$ cat config.mk
export PLATFORM = sky130hd
export DESIGN_NAME = gbos_overlap
export DESIGN_NICKNAME = d
export VERILOG_FILES = /design/src/assert_macros.svh /design/src/gbos_pkg.sv /design/src/gbos_overlap.sv
export SDC_FILE = /design/constraint.sdc
export NUM_CORES = 2
export LEC_CHECK = 0
export ABC_AREA = 1
export BUFFER_PORTS_ARGS = -buffer_cell sky130_fd_sc_hd__buf_2
export CORE_ASPECT_RATIO = 0.75
export CORE_MARGIN = 5
export CORE_UTILIZATION = 55
export CTS_CLUSTER_DIAMETER = 60
export DETAILED_ROUTE_END_ITERATION = 7
export PLACE_DENSITY = 0.81
export SLEW_MARGIN = 20
export SYNTH_ARGS = -nofsm -noshare
export SYNTH_HDL_FRONTEND = slang
export SYNTH_SLANG_ARGS = --single-unit
$ cat constraint.sdc
create_clock -name clock -period 11.9 [get_ports clock]
set_clock_uncertainty 0.15 [all_clocks]
set_input_delay 2.38 -clock clock [delete_from_list [all_inputs] [get_ports clock]]
set_output_delay 2.38 -clock clock [all_outputs]
set_load 0.005 [all_outputs]
$ cat src/assert_macros.svh
// ---------------------------------------------------------------------------
// assert_macros.svh
// Concurrent assertion shorthands, compiled out for synthesis.
// ---------------------------------------------------------------------------
`ifndef ASSERT_MACROS_SVH
`define ASSERT_MACROS_SVH

`ifndef SYNTHESIS

`define ASSERT_ALWAYS(label, clk, rst, expr) \
   label: assert property (@(posedge clk) disable iff (rst) (expr)) \
      else $error("assertion failed");

`define ASSERT_IMPLIES(label, clk, rst, ante, cons) \
   label: assert property (@(posedge clk) disable iff (rst) (ante) |-> (cons)) \
      else $error("assertion failed");

`define ASSERT_NEXT(label, clk, rst, ante, cons) \
   label: assert property (@(posedge clk) disable iff (rst) (ante) |=> (cons)) \
      else $error("assertion failed");

`else

`define ASSERT_ALWAYS(label, clk, rst, expr)

`define ASSERT_IMPLIES(label, clk, rst, ante, cons)

`define ASSERT_NEXT(label, clk, rst, ante, cons)

`endif

`endif

$ cat src/gbos_pkg.sv
// ---------------------------------------------------------------------------
// gbos_pkg
// Shared types and constants of the greedy box overlap suppression block.
// ---------------------------------------------------------------------------
package gbos_pkg;

   localparam int KEPT_DEPTH = 64;
   localparam int SLOT_W     = $clog2(KEPT_DEPTH);
   localparam int COUNT_W    = $clog2(KEPT_DEPTH + 1);
   localparam int COORD_W    = 16;
   localparam int THR_W      = 9;
   localparam logic [THR_W-1:0] THR_RESET = 9'd128;

   typedef struct packed {
      logic signed [COORD_W-1:0] left;
      logic signed [COORD_W-1:0] top;
      logic signed [COORD_W-1:0] right;
      logic signed [COORD_W-1:0] bottom;
   } box_type;

   typedef struct packed {
      logic              valid;
      logic [SLOT_W-1:0] slot;
   } tag_type;

   typedef enum logic [1:0] {
      ST_IDLE,
      ST_SCAN,
      ST_FINISH
   } state_type;

endpackage

$ cat src/gbos_overlap.sv
// ---------------------------------------------------------------------------
// gbos_overlap
// Pipelined IoU test of one stored box against the candidate box per cycle.
// ---------------------------------------------------------------------------
module gbos_overlap
   import gbos_pkg::*;
(
   input  logic             clock,
   input  logic             reset,
   input  tag_type          tag_in,
   input  box_type          kept_box,
   input  box_type          new_box,
   input  logic [THR_W-1:0] threshold,
   output tag_type          tag_out,
   output logic             hit,
   output logic             busy
);

   // candidate area, held steady while the scan runs
   logic signed [COORD_W:0]     nw;
   logic signed [COORD_W:0]     nh;
   logic signed [2*COORD_W+1:0] area_n_ff;

   // intersection and kept-box extents
   logic signed [COORD_W-1:0] ix_lo, ix_hi, iy_lo, iy_hi;
   logic signed [COORD_W:0]   iw_d, ih_d;
   logic [COORD_W-1:0]        iw_in, ih_in;
   logic [COORD_W-1:0]        iw_ff, ih_ff;
   logic signed [COORD_W:0]   aw_ff, ah_ff;
   tag_type                   tag2_ff;

   logic [2*COORD_W-1:0]        inter3_ff;
   logic signed [2*COORD_W+1:0] area_a_ff;
   tag_type                     tag3_ff;

   logic signed [2*COORD_W+3:0] uni_ff;
   logic [2*COORD_W-1:0]        inter4_ff;
   tag_type                     tag4_ff;

   logic signed [2*COORD_W+THR_W+4:0] prod_ff;
   logic [2*COORD_W+7:0]              inter_sh_ff;
   logic                              uni_pos_ff;
   tag_type                           tag5_ff;

   assign nw = {new_box.right[COORD_W-1], new_box.right} - {new_box.left[COORD_W-1], new_box.left};
   assign nh = {new_box.bottom[COORD_W-1], new_box.bottom}
             - {new_box.top[COORD_W-1], new_box.top};

   always_ff @(posedge clock) begin
      area_n_ff <= nw * nh;
   end

   always_comb begin
      ix_lo = (kept_box.left > new_box.left)     ? kept_box.left   : new_box.left;
      ix_hi = (kept_box.right < new_box.right)   ? kept_box.right  : new_box.right;
      iy_lo = (kept_box.top > new_box.top)       ? kept_box.top    : new_box.top;
      iy_hi = (kept_box.bottom < new_box.bottom) ? kept_box.bottom : new_box.bottom;
      iw_d  = {ix_hi[COORD_W-1], ix_hi} - {ix_lo[COORD_W-1], ix_lo};
      ih_d  = {iy_hi[COORD_W-1], iy_hi} - {iy_lo[COORD_W-1], iy_lo};
      iw_in = iw_d[COORD_W] ? '0 : iw_d[COORD_W-1:0];
      ih_in = ih_d[COORD_W] ? '0 : ih_d[COORD_W-1:0];
   end

   // payload stages
   always_ff @(posedge clock) begin
      iw_ff <= iw_in;
      ih_ff <= ih_in;
      aw_ff <= {kept_box.right[COORD_W-1], kept_box.right}
             - {kept_box.left[COORD_W-1], kept_box.left};
      ah_ff <= {kept_box.bottom[COORD_W-1], kept_box.bottom}
             - {kept_box.top[COORD_W-1], kept_box.top};

      inter3_ff <= iw_ff * ih_ff;
      area_a_ff <= aw_ff * ah_ff;

      uni_ff    <= $signed({{2{area_a_ff[2*COORD_W+1]}}, area_a_ff})
                 + $signed({{2{area_n_ff[2*COORD_W+1]}}, area_n_ff})
                 - $signed({4'b0, inter3_ff});
      inter4_ff <= inter3_ff;

      prod_ff     <= $signed({1'b0, threshold}) * uni_ff;
      inter_sh_ff <= {inter4_ff, 8'b0};
      uni_pos_ff  <= (uni_ff > 0);
   end

   // stage valid tags
   always_ff @(posedge clock) begin
      if (reset) begin
         tag2_ff <= '0;
         tag3_ff <= '0;
         tag4_ff <= '0;
         tag5_ff <= '0;
      end else begin
         tag2_ff <= tag_in;
         tag3_ff <= tag2_ff;
         tag4_ff <= tag3_ff;
         tag5_ff <= tag4_ff;
      end
   end

   assign hit = tag5_ff.valid && uni_pos_ff
             && ($signed({7'b0, inter_sh_ff}) > $signed({prod_ff[2*COORD_W+THR_W+4], prod_ff}));
   assign tag_out = tag5_ff;
   assign busy    = tag2_ff.valid | tag3_ff.valid | tag4_ff.valid | tag5_ff.valid;

endmodule

== Word level (Yosys, flattened, before mapping) ==
Cells that the tools add are included.
Cells by class
  bitwise gates (word level): 3
  $mul: 4
  order comparisons: 6
  add/sub/neg operators: 8
  muxes and demuxes: 4
  reduce and logical (&&, ||, !) cells: 2
Operators with widths (count)
  16-bit by 16-bit subtractor with 17-bit output: 6
  17-bit by 17-bit multiplier with 34-bit output: 2
  16-bit two-way mux: 4
  41-bit by 46-bit greater-than comparator with 1-bit output: 1
  10-bit by 36-bit multiplier with 46-bit output: 1
  36-bit by 1-bit greater-than comparator with 1-bit output (second input constant): 1
  35-bit by 33-bit subtractor with 36-bit output: 1
  34-bit by 34-bit adder with 35-bit output: 1
  16-bit greater-than comparator: 2
  16-bit < comparator: 2
  16-bit by 16-bit multiplier with 32-bit output: 1
  1-bit OR: 3
  1-bit logical AND: 2
Word-level totals
  register bits after elaboration: 341
  word-level logic and storage cells: 47
  input bits: 146

== Longest topological paths before layout ==
  depth after elaboration: 3
  depth in mapped cells: 37
  gate-level depth less buffers: 36

== Least setup slack after synthesis ==
No wires, ideal clock.
  path kind: in2reg
  from: input new_box[16] in the netlist's numbering
  to: register area_n_ff[33]
  data required time: 11.638 ns
  stages on the path: 33
  data arrival time: 8.531 ns
  slack: 3.106 ns
  path buffers: 1
  library setup time: 0.112 ns
  path through: inv_1 ha_1 fa_1 inv_1 nand3_1 nand2_1 nand2_1 nand2_1 nand2_1 nand3_1 nand2_1 buf_4 nor2_2 inv_2 fa_1 inv_1 fa_1 inv_1 fa_1 inv_1 fa_1 inv_1 fa_1 inv_1 fa_1 ha_1 inv_1 nor3_1 nand2_1 nor3_1 a21oi_1 nand2_1 nand2_1
Between the ends
  word-level cells in the longest chain between the ends: 2
RTL lines
  start: declaration: line gbos_overlap.sv:12  | input box_type new_box,
  16-bit by 16-bit subtractor with 17-bit output: line gbos_overlap.sv:45  | assign nw = {new_box.right[COORD_W-1], new_box.right} - {new_box.left[COORD_W-1], new_box.left};
  17-bit by 17-bit multiplier with 34-bit output: line gbos_overlap.sv:50  | area_n_ff <= nw * nh;
  end signal: assignment: line gbos_overlap.sv:50
  end: declaration: line gbos_overlap.sv:22  | logic signed [2*COORD_W+1:0] area_n_ff;
No other way between the ends.
A chain may end at the register's enable or synchronous reset.

== Worst setup path after layout ==
Ends and elaborated chain as after synthesis.

==> flow_summary.yaml <==
logic_synthesis:
  ys_top_cells_by_count: "2260 x inv_1, 2244 x nand2_1, 1086 x fa_1"
  synth_area_leaders: "fa_1 34%, inv_1 13%, nand2_1 13%, ha_1 12%, dfxtp_1 11%"
  synth_edf_count: 0
  ys_seq_area_frac: 0.107
  syn_nets: 10400
  synth-seq-cells: 341
  async_reset_ff_frac: 0
  yosysTopAreaCellShare: 0.341
  syn_inst: 8609
  yosys_warnings: 0
  synth_flop_cell: "dfxtp_1"
  avgSynthCellArea_um2: 7.41
  synth.distinct_cells: 49
  synth_top_cell_by_area: "fa_1"
  synth_area_um2: 63800
  yosysMostFrequentCell: "inv_1"
route:
  avgViaCountPerCell: 5.41
  drt_iter0_markers: 5507
  dr.pass1.iters: 6
  wirelength_mm: 208
  route.detailed.wl_per_inst_um: 20.5
  antenna_left: 0
  vias: 54900
  post-route-drc-count: 0
sta:
  finalSetupViolations: 0
  hold_violations: 0
  period_minus_slack_ns: 9.57
  rsz0062_at_grt: "false"
  fin_tns_setup_ns: 0
  clock.fmax_ghz: 0.104
  slew_violations: 0
  worst_pin_slew_ns: 1.11
  min_period_over_period: 0.804
  relSlewSlack: 0.256
grt:
  grt.total_usage: 0.340
  grt_pass1_vias: 56000
  antenna_found_initial: 4
  grt_pass1_wl_mm: 324
  overflow: 0
  grt_max_degree: 37
clocking:
  cts_tree: "done"
  clkLatencyLatePin_ns: 0.61
  cts_hold_buf: 0
  cts-resized-gates: 0
  htreeDepth: 2
  cts_buffer_depth: 3
  clkTransAtPathRegs_ns: 0.07
  clkSinkCount: 341
  numCtsBuffers: 40
  cts-root-buf: "clkbuf_16"
  postCtsSetupRepairBufs: 0
die:
  io_pins: 155
  rows: 108
  core_um2: 115000
  initial_core_util: 0.553
  die_w_um: 403
  dieArea_um2: 123000
  fp.dieH_um: 305
setup_path:
  worstPathRequired_ns: 12.24
  path_class: "in -> reg"
  cpPeakStageDelay_ns: 0.77
  worst-r2r-cell-count: 19
  crit_fanout: 13
  critical_path.endpoint_type: "flop"
  crit_arrival_ns: 9.91
  cp_common_cell: "nand2_1"
  critPathLaunchType: "input port"
  cp_slowest_cell: "fa_1"
worst_hold_path:
  hold_depth: 0
  holdCritPathClass: "reg -> reg"
cells_and_area:
  drive_gt1_frac: 0.0394
  nNetsFinal: 10400
  syn2layout_area_growth_pct: 5.15
status:
  status: "finished, final reports clean"
placement:
  portBuffers: 154
  hpwl_mm: 177
  place.gp.congestion: 1.06
job:
  maxCapViolCount: 0
-- kinds of logic (layout without fill, tap and decap cells) --
group	count (synthesis)	count (layout)	synth area share
adders and majority gates	1685	1685	0.458
AOI/OAI and AO/OA	575	575	0.0491
buffers and inverters	2526	2520	0.150
other	0	1	0
and+or+nand+nor	3299	3299	0.209
DFF	341	341	0.107
xor gates and xnor gates	183	183	0.0261
-- critical path, delay by kind of cell --
family	cells	cell delay (ns)
buffers and inverters	7	0.94
AND/OR/NAND/NOR	14	2.09
adder cells (fa/ha/maj)	9	4.36
AO/OA/AOI/OAI	1	0.11
-- metrics by stage --
stage	utilization	hold slack [ns]	setup WS [ns]	cells	cell area, um2
after floorplan	-	0.160	3.11	8609	63800
final	0.581	0.172	2.33	10100	67100
after detailed placement	0.568	0.162	1.84	10100	65600
after global placement	0.568	0.162	1.86	10100	65600
after global routing	0.581	0.171	1.91	10100	67100
after CTS	0.581	0.168	2.46	10100	67100
-- cells in the final DEF, fill, tap and decap left out, types with 31 or more instances in the layout --
cell type / count
ha_1: 599
clkbuf_16: 41
nor2_1: 540
o21bai_1: 31
xnor2_1: 45
fa_1: 1086
nand3_1: 261
nor3_1: 46
o21ai_0: 157
nand4_1: 91
xor2_1: 130
buf_2: 154
a21oi_1: 318
inv_1: 2260
dfxtp_1: 341
nand2_1: 2244
-- area by class of cell --
cell class	count	area, um2
Clock inverter	28	420
Sequential cell	341	6830
Fill cell	10800	48300
Tap cell	1540	1930
Clock buffer	46	1070
Timing Repair Buffer	169	883
Antenna cell	1	2.50
Multi-Input combinational cell	5742	47400
Inverter	2277	8550
-- sequential cells by signal, indices dropped and copies added (netlist names) --
signal and flops:
area_a_ff 34, tag4_ff 7, iw_ff 16, prod_ff 46, uni_pos_ff 1, tag_out 7, tag3_ff 7, inter3_ff 32
inter4_ff 32, aw_ff 17, tag2_ff 7, uni_ff 36, area_n_ff 34, inter_sh_ff 32, ah_ff 17, ih_ff 16
-- worst paths after layout --
kind | from | end | slack [ns]
setup reg to reg | ah_ff[2]$_DFF_P_ | area_a_ff[27]$_DFF_P_ | 5.18
hold reg to reg | inter4_ff[12]$_DFF_P_ | inter_sh_ff[20]$_DFF_P_ | 0.17
setup / recovery | new_box[16] | area_n_ff[33]$_DFF_P_ | 2.33
hold / removal | inter4_ff[12]$_DFF_P_ | inter_sh_ff[20]$_DFF_P_ | 0.17
-- metal layers --
metal / part of all wire / global-route usage
met5: 0.00038 / 0
met3: 0.12 / 0.0901
met1: 0.43 / 0.483
met4: 0.045 / 0.123
met2: 0.41 / 0.501
Power is left out: the tool's default activity adds up to more than one toggle a clock period on the data nets, which glitch-free logic cannot reach.
